===== src/rtl/rsa_modexp_crypt_top_defines.svh =====
// assertion macros shared by the rsa_modexp_crypt rtl
// modules using them must have aclk and aresetn in scope
`ifndef RSA_MODEXP_CRYPT_TOP_DEFINES_SVH
`define RSA_MODEXP_CRYPT_TOP_DEFINES_SVH

// same-cycle implication
`define RSAME_ASSERT_NOW(label, ante, cons, msg) \
    label: assert property (@(posedge aclk) disable iff (!aresetn) (ante) |-> (cons)) \
        else $error(msg);

// next-cycle implication
`define RSAME_ASSERT_NEXT(label, ante, cons, msg) \
    label: assert property (@(posedge aclk) disable iff (!aresetn) (ante) |=> (cons)) \
        else $error(msg);

`endif


===== src/rtl/rsame_pkg.sv =====
// shared constants and types for the rsa modular exponentiation block
// no dependencies
package rsame_pkg;

    localparam int DATA_BITS_DEF = 64;
    localparam int WORD_BITS     = 64;
    localparam int CFG_IDX_BITS  = 2;

    localparam logic [CFG_IDX_BITS-1:0] CFG_MODULUS  = 2'd0;
    localparam logic [CFG_IDX_BITS-1:0] CFG_PUB_EXP  = 2'd1;
    localparam logic [CFG_IDX_BITS-1:0] CFG_PRIV_EXP = 2'd2;

    localparam logic CMD_ENCRYPT = 1'b0;
    localparam logic CMD_DECRYPT = 1'b1;

    // status of the modular multiplier toward the sequencer
    typedef struct packed {
        logic busy;
        logic done;
    } mm_stat_t;

endpackage


===== src/rtl/rsame_modmul.sv =====
// bit-serial modular multiplier, one multiplier bit per cycle, msb first
// depends on rsame_pkg and rsa_modexp_crypt_top_defines.svh
`include "rsa_modexp_crypt_top_defines.svh"
module rsame_modmul #(
    parameter int W = rsame_pkg::DATA_BITS_DEF
) (
    input  logic             aclk,
    input  logic             aresetn,
    input  logic             start,
    input  logic [W-1:0]     op_a,
    input  logic [W-1:0]     op_b,
    input  logic [W-1:0]     modulus,
    output logic [W-1:0]     product,
    output rsame_pkg::mm_stat_t stat
);
    import rsame_pkg::*;

    localparam int CW = $clog2(W);
    localparam int TW = W + 2;

    logic          busy_reg;
    logic          done_reg;
    logic [CW-1:0] cnt_reg;
    logic [W-1:0]  acc_reg;
    logic [W-1:0]  acc_next;
    logic [W-1:0]  a_reg;
    logic [W-1:0]  b_reg;
    logic [W-1:0]  n_reg;

    logic [TW-1:0] sum;
    logic [TW-1:0] n1;
    logic [TW-1:0] n2;
    logic [TW-1:0] red;

    // 2*acc + bit*a stays below 3n, so at most two subtractions of n
    always_comb begin
        sum = {1'b0, acc_reg, 1'b0} + (b_reg[W-1] ? {2'b00, a_reg} : {TW{1'b0}});
        n1  = {2'b00, n_reg};
        n2  = {1'b0, n_reg, 1'b0};
        if (sum >= n2) begin
            red = sum - n2;
        end else if (sum >= n1) begin
            red = sum - n1;
        end else begin
            red = sum;
        end
        acc_next = red[W-1:0];
    end

    always_ff @(posedge aclk) begin
        if (!aresetn) begin
            busy_reg <= 1'b0;
            done_reg <= 1'b0;
            cnt_reg  <= '0;
        end else begin
            done_reg <= busy_reg && (cnt_reg == '0);
            if (start && !busy_reg) begin
                busy_reg <= 1'b1;
                cnt_reg  <= CW'(W - 1);
            end else if (busy_reg) begin
                if (cnt_reg == '0) begin
                    busy_reg <= 1'b0;
                end else begin
                    cnt_reg <= cnt_reg - 1'b1;
                end
            end
        end
    end

    always_ff @(posedge aclk) begin
        if (start && !busy_reg) begin
            acc_reg <= '0;
            a_reg   <= op_a;
            b_reg   <= op_b;
            n_reg   <= modulus;
        end else if (busy_reg) begin
            acc_reg <= acc_next;
            b_reg   <= {b_reg[W-2:0], 1'b0};
        end
    end

    assign product   = acc_reg;
    assign stat.busy = busy_reg;
    assign stat.done = done_reg;

    `RSAME_ASSERT_NOW(a_acc_below_n, busy_reg, acc_reg < n_reg, "partial product not reduced")
    `RSAME_ASSERT_NOW(a_done_idle, done_reg, !busy_reg, "done raised while busy")
    `RSAME_ASSERT_NEXT(a_last_step, busy_reg && cnt_reg == '0, done_reg && !busy_reg,
        "last step did not finish the product")

endmodule


===== src/rtl/rsa_modexp_crypt_top.sv =====
// a value not below the modulus is flagged as a range error without any multiplies;
// otherwise the bit-serial multiplier does the work, exponent bits taken msb first:
// one square per exponent bit, one multiply per set bit
// one item in flight; the next beat is taken while a finished result waits at the output
// synchronous active-low reset zeroes the key registers and returns control to idle
`include "rsa_modexp_crypt_top_defines.svh"
module rsa_modexp_crypt_top #(
    parameter int DATA_BITS = rsame_pkg::DATA_BITS_DEF
) (
    input  logic                                aclk,
    input  logic                                aresetn,
    input  logic                                cfg_wen,
    input  logic [rsame_pkg::CFG_IDX_BITS-1:0]  cfg_index,
    input  logic [rsame_pkg::WORD_BITS-1:0]     cfg_wdata,
    input  logic                                s_valid,
    output logic                                s_ready,
    input  logic                                s_command,
    input  logic [rsame_pkg::WORD_BITS-1:0]     s_value,
    output logic                                m_valid,
    input  logic                                m_ready,
    output logic [rsame_pkg::WORD_BITS-1:0]     m_result,
    output logic                                m_range_error
);
    import rsame_pkg::*;

    localparam int CW = $clog2(DATA_BITS);

    typedef enum logic [2:0] {
        ST_IDLE,
        ST_SQ_GO,
        ST_SQ_WAIT,
        ST_ML_GO,
        ST_ML_WAIT,
        ST_DONE
    } state_t;

    state_t               state_reg;
    logic [DATA_BITS-1:0] mod_reg;
    logic [DATA_BITS-1:0] pub_reg;
    logic [DATA_BITS-1:0] priv_reg;
    logic [DATA_BITS-1:0] acc_reg;
    logic [DATA_BITS-1:0] base_reg;
    logic [DATA_BITS-1:0] exp_reg;
    logic [CW-1:0]        ecnt_reg;
    logic                 err_reg;
    logic                 m_valid_reg;
    logic [WORD_BITS-1:0] m_result_reg;
    logic                 m_err_reg;

    logic [DATA_BITS-1:0] in_value;
    logic                 mm_start;
    logic [DATA_BITS-1:0] mm_b;
    logic [DATA_BITS-1:0] mm_product;
    mm_stat_t             mm_stat;

    always_ff @(posedge aclk) begin
        if (!aresetn) begin
            mod_reg  <= '0;
            pub_reg  <= '0;
            priv_reg <= '0;
        end else if (cfg_wen) begin
            case (cfg_index)
                CFG_MODULUS:  mod_reg  <= cfg_wdata[DATA_BITS-1:0];
                CFG_PUB_EXP:  pub_reg  <= cfg_wdata[DATA_BITS-1:0];
                CFG_PRIV_EXP: priv_reg <= cfg_wdata[DATA_BITS-1:0];
                default: ;
            endcase
        end
    end

    assign in_value = s_value[DATA_BITS-1:0];
    assign s_ready  = (state_reg == ST_IDLE);
    assign mm_start = (state_reg == ST_SQ_GO) || (state_reg == ST_ML_GO);
    assign mm_b     = (state_reg == ST_ML_GO) ? base_reg : acc_reg;

    rsame_modmul #(
        .W (DATA_BITS)
    ) u_modmul (
        .aclk    (aclk),
        .aresetn (aresetn),
        .start   (mm_start),
        .op_a    (acc_reg),
        .op_b    (mm_b),
        .modulus (mod_reg),
        .product (mm_product),
        .stat    (mm_stat)
    );

    always_ff @(posedge aclk) begin
        if (!aresetn) begin
            state_reg   <= ST_IDLE;
            m_valid_reg <= 1'b0;
            err_reg     <= 1'b0;
            ecnt_reg    <= '0;
        end else begin
            // in the done state the output register is handled below
            if (m_valid_reg && m_ready && state_reg != ST_DONE) begin
                m_valid_reg <= 1'b0;
            end
            case (state_reg)
                ST_IDLE: begin
                    if (s_valid) begin
                        base_reg <= in_value;
                        exp_reg  <= (s_command == CMD_DECRYPT) ? priv_reg : pub_reg;
                        ecnt_reg <= CW'(DATA_BITS - 1);
                        if (in_value >= mod_reg) begin
                            err_reg   <= 1'b1;
                            acc_reg   <= '0;
                            state_reg <= ST_DONE;
                        end else begin
                            // 1 mod n, which is 0 for a modulus of one
                            err_reg   <= 1'b0;
                            acc_reg   <= (mod_reg == DATA_BITS'(1)) ? '0 : DATA_BITS'(1);
                            state_reg <= ST_SQ_GO;
                        end
                    end
                end
                ST_SQ_GO: state_reg <= ST_SQ_WAIT;
                ST_ML_GO: state_reg <= ST_ML_WAIT;
                ST_SQ_WAIT, ST_ML_WAIT: begin
                    if (mm_stat.done) begin
                        acc_reg <= mm_product;
                        if (state_reg == ST_SQ_WAIT && exp_reg[DATA_BITS-1]) begin
                            state_reg <= ST_ML_GO;
                        end else begin
                            exp_reg <= {exp_reg[DATA_BITS-2:0], 1'b0};
                            if (ecnt_reg == '0) begin
                                state_reg <= ST_DONE;
                            end else begin
                                ecnt_reg  <= ecnt_reg - 1'b1;
                                state_reg <= ST_SQ_GO;
                            end
                        end
                    end
                end
                ST_DONE: begin
                    if (!m_valid_reg || m_ready) begin
                        m_valid_reg  <= 1'b1;
                        m_result_reg <= WORD_BITS'(acc_reg);
                        m_err_reg    <= err_reg;
                        state_reg    <= ST_IDLE;
                    end
                end
                default: state_reg <= ST_IDLE;
            endcase
        end
    end

    assign m_valid       = m_valid_reg;
    assign m_result      = m_result_reg;
    assign m_range_error = m_err_reg;

    `RSAME_ASSERT_NOW(a_acc_reduced,
        state_reg == ST_SQ_GO || state_reg == ST_SQ_WAIT ||
        state_reg == ST_ML_GO || state_reg == ST_ML_WAIT,
        acc_reg < mod_reg, "accumulator not below modulus")
    `RSAME_ASSERT_NOW(a_start_free, mm_start, !mm_stat.busy, "multiplier started while busy")
    `RSAME_ASSERT_NOW(a_done_waited, mm_stat.done,
        state_reg == ST_SQ_WAIT || state_reg == ST_ML_WAIT, "product arrived unexpectedly")

endmodule


===== config.mk =====
export PLATFORM = sky130hd
export DESIGN_NAME = rsa_modexp_crypt_top
export DESIGN_NICKNAME = d
export VERILOG_FILES = /design/src/rtl/rsame_pkg.sv /design/src/rtl/rsame_modmul.sv /design/src/rtl/rsa_modexp_crypt_top.sv
export VERILOG_INCLUDE_DIRS = /design/src /design/src/rtl
export SDC_FILE = /design/constraint.sdc
export NUM_CORES = 2
export LEC_CHECK = 0
export BUFFER_PORTS_ARGS = -buffer_cell sky130_fd_sc_hd__buf_2
export CORE_ASPECT_RATIO = 0.9
export CORE_MARGIN = 4
export CORE_UTILIZATION = 55
export CTS_CLUSTER_SIZE = 30
export DETAILED_ROUTE_END_ITERATION = 8
export PLACE_DENSITY = 0.86
export SLEW_MARGIN = 20
export SYNTH_ARGS = -nofsm -noshare
export SYNTH_HDL_FRONTEND = slang
export SYNTH_SLANG_ARGS = --single-unit
export TNS_END_PERCENT = 10

===== constraint.sdc =====
create_clock -name aclk -period 6.1 [get_ports aclk]
set_clock_uncertainty 0.05 [all_clocks]
set_input_delay 0.305 -clock aclk [delete_from_list [all_inputs] [get_ports aclk]]
set_output_delay 0.305 -clock aclk [all_outputs]
set_load 0.03 [all_outputs]

### Word-level counts from Yosys, hierarchy flattened

Index checks and enable logic that the tools add are counted.

* logic and storage cells: 107
* output and inout port bits: 67
* input bits: 136
* flip-flop bits (word level): 724

* equality and inequality tests: 15
* reductions and logical operators: 27
* $lt $le $gt $ge: 3
* add/subtract/negate cells: 5
* multiplexer cells: 38

Operators by type and width (number)
* 2-to-1 mux 64 bit: 12
* case mux 64 bit (2 select lines): 2
* subtractor 64 bit: 2
* adder 65 x 64 -> 66 bit: 1
* greater-or-equal comparator 66 x 64 -> 1 bit: 1
* greater-or-equal comparator 66 x 65 -> 1 bit: 1
* equality test 64 x 1 -> 1 bit, second input constant: 1
* greater-or-equal comparator 64 bit: 1
* 2-to-1 mux 6 bit: 7
* 2-to-1 mux 3 bit: 6
* case mux 3 bit (5 select lines): 1
* logical NOT 6 bit: 2
* case mux 6 bit (2 select lines): 1
* subtractor 6 x 1 -> 6 bit, second input constant: 2
* inequality test 2 bit, second input constant: 5
* AND reduction 2 bit: 5
* AND reduction 5 bit: 2
* 2-to-1 mux 1 bit: 9
* AND reduction 3 bit: 3
* equality test 3 x 2 -> 1 bit, second input constant: 2
* equality test 3 bit, second input constant: 2
* logical AND 1 bit: 5
* AND reduction 4 bit: 1
* nonzero test 2 bit: 2
* other kinds (10): 12

### Logic depth before layout (Yosys ltp)

* depth in word-level cells: 5
* depth in mapped cells: 31

### Cells and area by module

From an unflattened synthesis, not the netlist that was laid out.

* cells, all modules: 4166
* area, all modules: 40796.6 um2

By module, submodules not included
* rsame_modmul: instances 1, area an instance 21669.5 um2, seq. area each 7206.9 um2, cells each 2391
* rsa_modexp_crypt_top: instances 1, area an instance 19127.1 um2, seq. area each 11781.3 um2, cells each 1775

### Worst setup path before layout

No wires, ideal clock.

* path type: reg-to-reg
* start point: register state_reg[1]
* end point: register acc_reg[0] (enable)
* slack: -27 ps
* arrival: 5512 ps
* required time: 5485 ps
* cell stages (with the launch flop): 7
* clock period less this slack: 6127 ps
* path through: dfxtp_1 > clkbuf_1 > buf_1 > mux2i_1 > nor2_1 > a21oi_1 > nor3_1

* longest elaborated chain between the ends: 4
* elaborated cells on any way between the ends: 8
* classes of those cells: 4 x eq/ne; 4 x reduce/logical

RTL lines
* start: declaration: RTL line rsa_modexp_crypt_top.sv:37 `state_t state_reg;`
* start signal: assignment: RTL line rsa_modexp_crypt_top.sv:91 `state_reg <= ST_IDLE;`
* start signal: assignment: RTL line rsa_modexp_crypt_top.sv:109 `state_reg <= ST_DONE;`
* start signal: assignment: RTL line rsa_modexp_crypt_top.sv:114 `state_reg <= ST_SQ_GO;`
* equality test 3 x 2 -> 1 bit / equality test 3 bit (equally long branches): RTL line rsa_modexp_crypt_top.sv:100 `case (state_reg)`
* OR reduction 2 bit: RTL line rsa_modexp_crypt_top.sv:100
* inequality test 2 x 1 -> 1 bit (no source line) / nonzero test 2 bit (equally long branches)
* AND reduction 4 bit (no source line) (*)
* end signal: assignment: RTL line rsa_modexp_crypt_top.sv:113 `acc_reg <= (mod_reg == DATA_BITS'(1)) ? '0 : DATA_BITS'(1);`
* end signal: assignment: RTL line rsa_modexp_crypt_top.sv:122 `acc_reg <= mm_product;`
* end: declaration: RTL line rsa_modexp_crypt_top.sv:41 `logic [DATA_BITS-1:0] acc_reg;`

Every way passes the cells marked *; elsewhere a longest branch is shown, timed or not.
A chain may end at the register's enable or synchronous reset.

### Worst setup path after layout

* start point: register u_modmul.b_reg[63]
* end point: register u_modmul.acc_reg[61] (netlist: u_modmul.product[61])

* longest elaborated chain between the ends: 5
* elaborated cells on any way between the ends: 8
* classes of those cells: 3 x add/sub; 2 x order compare; 3 x mux

RTL lines
* start: declaration: RTL line rsame_modmul.sv:27 `logic [W-1:0] b_reg;`
* start signal: assignment: RTL line rsame_modmul.sv:74 `b_reg <= op_b;`
* start signal: assignment: RTL line rsame_modmul.sv:78 `b_reg <= {b_reg[W-2:0], 1'b0};`
* 2-to-1 mux 64 bit (*): RTL line rsame_modmul.sv:37 `sum = {1'b0, acc_reg, 1'b0} + (b_reg[W-1] ? {2'b00, a_reg} : {TW{1'b0}});`
* adder 65 x 64 -> 66 bit (*): RTL line rsame_modmul.sv:37
* subtractor 64 bit / greater-or-equal comparator 66 x 64 -> 1 bit (equally long branches): RTL line rsame_modmul.sv:43, rsame_modmul.sv:42
* 2-to-1 mux 64 bit: RTL line rsame_modmul.sv:42 `end else if (sum >= n1) begin`
* 2-to-1 mux 64 bit (*): RTL line rsame_modmul.sv:40 `if (sum >= n2) begin`
* end signal: assignment: RTL line rsame_modmul.sv:77 `acc_reg <= acc_next;`
* end: declaration: RTL line rsame_modmul.sv:24 `logic [W-1:0] acc_reg;`

Marked as above.

==> metrics.md <==
| Metric | Value |
|---|---|
| Peak Freq | 0.157 GHz |
| Area contributors post-synth | edfxtp_1 33%, dfxtp_1 14%, ha_1 7.9% |
| Worst setup SP type | flip-flop |
| Num CTS Buffers | 75 |
| Slew headroom | 26.3% |
| First-pass GRT wire length | 215 mm |
| N_diodes | 0 |
| GRT Residual Overflow | 0 |
| CORE AREA | 73200 µm² |
| Die area | 78300 µm² |
| Seq pwr share | 20.6% |
| Combinational power share | 66.0% |
| Vias per cell | 6.21 |
| Least-Margin Pin Slew | 1110 ps |
| Number of flops mapped to enable cells by yosys | 449 |
| Share of post-route cells with drive strength above 1 | 21.5% |
| I/O Buffers | 202 |
| CP endpoint kind | flip-flop |
| Switching share of power | 45.0% |
| Post-route antenna net violation count | 0 |
| DR WL/cell | 23.7 µm |
| Root buffer cell | clkbuf_16 |
| Total wire length | 144 mm |
| Crit path largest cell delay | 520 ps |
| Pwr per Cell Area | 681 nW/µm² |
| CTS Sinks | 724 |
| Setup CP Type | flip-flop to flip-flop |
| Most common cell after layout, fill and taps aside | nand2_1 |
| DP HPWL | 103 mm |
| Vias | 37800 |
| Non-Filler Instances | 6092 |
| Initial Utilization | 55.5% |
| Clk_lat worst skew | 660 ps |
| DR iter-0 viols | 4718 |
| Register area share after synthesis | 46.8% |
| Final Slew Violations | 0 |
| GPL Wtd Cong | 1.04 |
| Pre-CTS setup slack | -733 ps |
| CP top delay family | compound AO/OA/AOI/OAI gates |
| Drt first pass iters | 8 |
| Worst path arrival time | 6880 ps |
| Minimum clock period | 6350 ps |
| Top cell type's share of synthesized area | 33.2% |
| Maximum VDD drop | 418 µV |
| PnR worst setup slack | -251 ps |
| CTS tree | yes |
| Max-cap violations | 0 |
| Yosys warnings | 0 |
| Fin. Hold Viols | 0 |
| Vias in the first global route | 36200 |
| Hold Slack | 39.7 ps |
| CP required | 6630 ps |
| PnR Total Power | 35200 µW |
| Maximum clock path buffer count | 3 |
| FP Rows | 94 |
| Die W | 294 µm |
| Fillcell total | 5359 |
| Most frequent cells in the layout | 639 x nand2_1, 588 x buf_4, 506 x a21oi_1, 449 x edfxtp_1, 273 x dfxtp_1 |
| IO Pins | 203 |
| Initial antenna violation count | 7 |
| Syn Inst Count | 4264 |
| Final Net Count | 5472 |
| Status | complete, but fails checks |
| Period utilisation layout | 104% |
| Syn Nets | 4660 |
| Hold WC Path Type | input pin to flip-flop |
| FF+latch count, synth | 724 |
| Synth Flop Type | edfxtp_1 |
| Ys async rst share | 0% |
| RSZ-0062 raised after global routing | yes |
| Clock power share | 13.4% |
| H-tree level count | 3 |
| Clock-pin slew on the worst setup and hold paths | 60 ps |
| Switching power | 15800 µW |
| Cell taking the most area after synthesis | edfxtp_1 |
| Yosys cell types | 90 |
| Largest net degree at the start of global routing | 193 |
| Remaining DRCs | 0 |
| Total GRT Usage | 35.5% |
| Slowest stage cell on the critical path | a311o_2 |
| # setup viols final | 64 |
| Layout area overhead | 27.2% |
| Worst Path Buf+Inv | 6 |
| Failing checks | setup timing |
| P_leak | 0.0212 µW |
| Post-layout util | 70.6% |
| Int Pwr | 19400 µW |
| Critical Path Most Common Cell | buf_4 |
| Inst Count DP | 5803 |
| Synthesized cell area | 40600 µm² |
| Synthesized area per cell | 9.53 µm² |
| Max Fanout on Critical Path | 18 |
| Die height | 266 µm |
## metrics by stage
step           TNS (ps)  instance area [µm²]
2_1_floorplan         0                40600
3_3_place_gp     -29500                46700
3_5_place_dp     -36330                46700
4_1_cts           -4060                50900
5_1_grt          -19620                51700
6_report          -9650                51700
## routing by layer
| layer | vias to the layer above | global-route usage [%] | routed length (µm) |
|---|---|---|---|
| met5 | - | 0 | 0 |
| met4 | 0 | 13.4 | 6410 |
| met3 | 373 | 7.23 | 16400 |
| met2 | 2326 | 55.3 | 63900 |
| met1 | 18100 | 49.2 | 57500 |
| li1 | 17000 | - | - |
## power by group through the flow
stage               Clock (µW)  Sequential, µW  Combinational [µW]
CTS                       4730            7200               21800
floorplan                    0            7120               12600
global placement             0            7240               21100
finish                    4730            7240               23200
detailed placement           0            7280               21200
global route              4940            7310               24700
## final timing paths
check / from / endpoint / slack, ps / cells after the start
min: m_ready / m_valid / 40 / 4
max: u_modmul.b_reg[63] / u_modmul.product[61] / -250 / 26
min reg2reg: pub_reg[53] / pub_reg[53] / 400 / 2
max reg2reg: u_modmul.b_reg[63] / u_modmul.product[61] / -250 / 26
## synthesized netlist by cell type (all sizes together) (11+ instances only)
cell type / n
o21ai: 228
o21a: 33
o221ai: 20
nand2: 648
mux2i: 172
xnor2: 112
or3: 11
nor4: 33
and2: 142
a21boi: 13
nor2b: 21
inv: 193
o31ai: 13
edfxtp: 449
o21bai: 40
o211ai: 22
nand4: 74
nor2: 204
a22oi: 31
and3: 20
dfxtp: 275
or2: 11
a221oi: 12
buf: 52
a211oi: 22
ha: 257
a21o: 122
a31oi: 27
clkbuf: 172
nor3: 48
nand3: 39
a21oi: 520
nand2b: 22
xor2: 72
## cell type report
type                    instances  area [µm²]  area share [%]
inverters                     193         729            1.41
flip-flops and latches        724       19000            36.8
multi-input cells            3123       20800            40.3
clock inverters                34         420           0.814
clock buffers                  99        2080            4.03
well taps                     960        1200            2.33
repair buffers                959        7420            14.4
## worst reg2reg max path, stage by stage (launching register included)
cell       delay, ps
edfxtp_1         430
buf_6            160
clkbuf_16        190
and2_1           160
ha_1             370
a21o_1           250
a311o_1          330
or2_2            340
a21boi_1         240
buf_4            170
o21bai_1          70
xor2_1           160
ha_1             360
nand2_1          150
or3_1            400
nor3_1           200
o21ai_1          140
and3b_1          330
a311o_2          520
a21oi_2          170
buf_4            130
nor3_1            40
buf_4            150
buf_4            130
o21a_1           180
o311a_1          320
a31oi_1          130
## cells by family after synthesis
group | Yosys count | share of synthesized area, %
simple gates | 1310 | 14.9
compound gates | 1194 | 18.0
flops | 724 | 46.8
buf+inv | 417 | 4.01
fa+ha+maj | 260 | 8.07
xor+xnor | 184 | 3.97
mux | 175 | 4.32
## repair_timing
action                                  in CTS  in global routing
endpoints found under the hold margin      260                  0
gates cloned                                 1                  3
hold buffers                               129                  0
endpoints found under the setup margin      64                 64
buffers inserted                             5                 18
resized for setup                           70                110
pin swaps                                   12                 60
No activity file was read; power rests on OpenSTA's default activity.
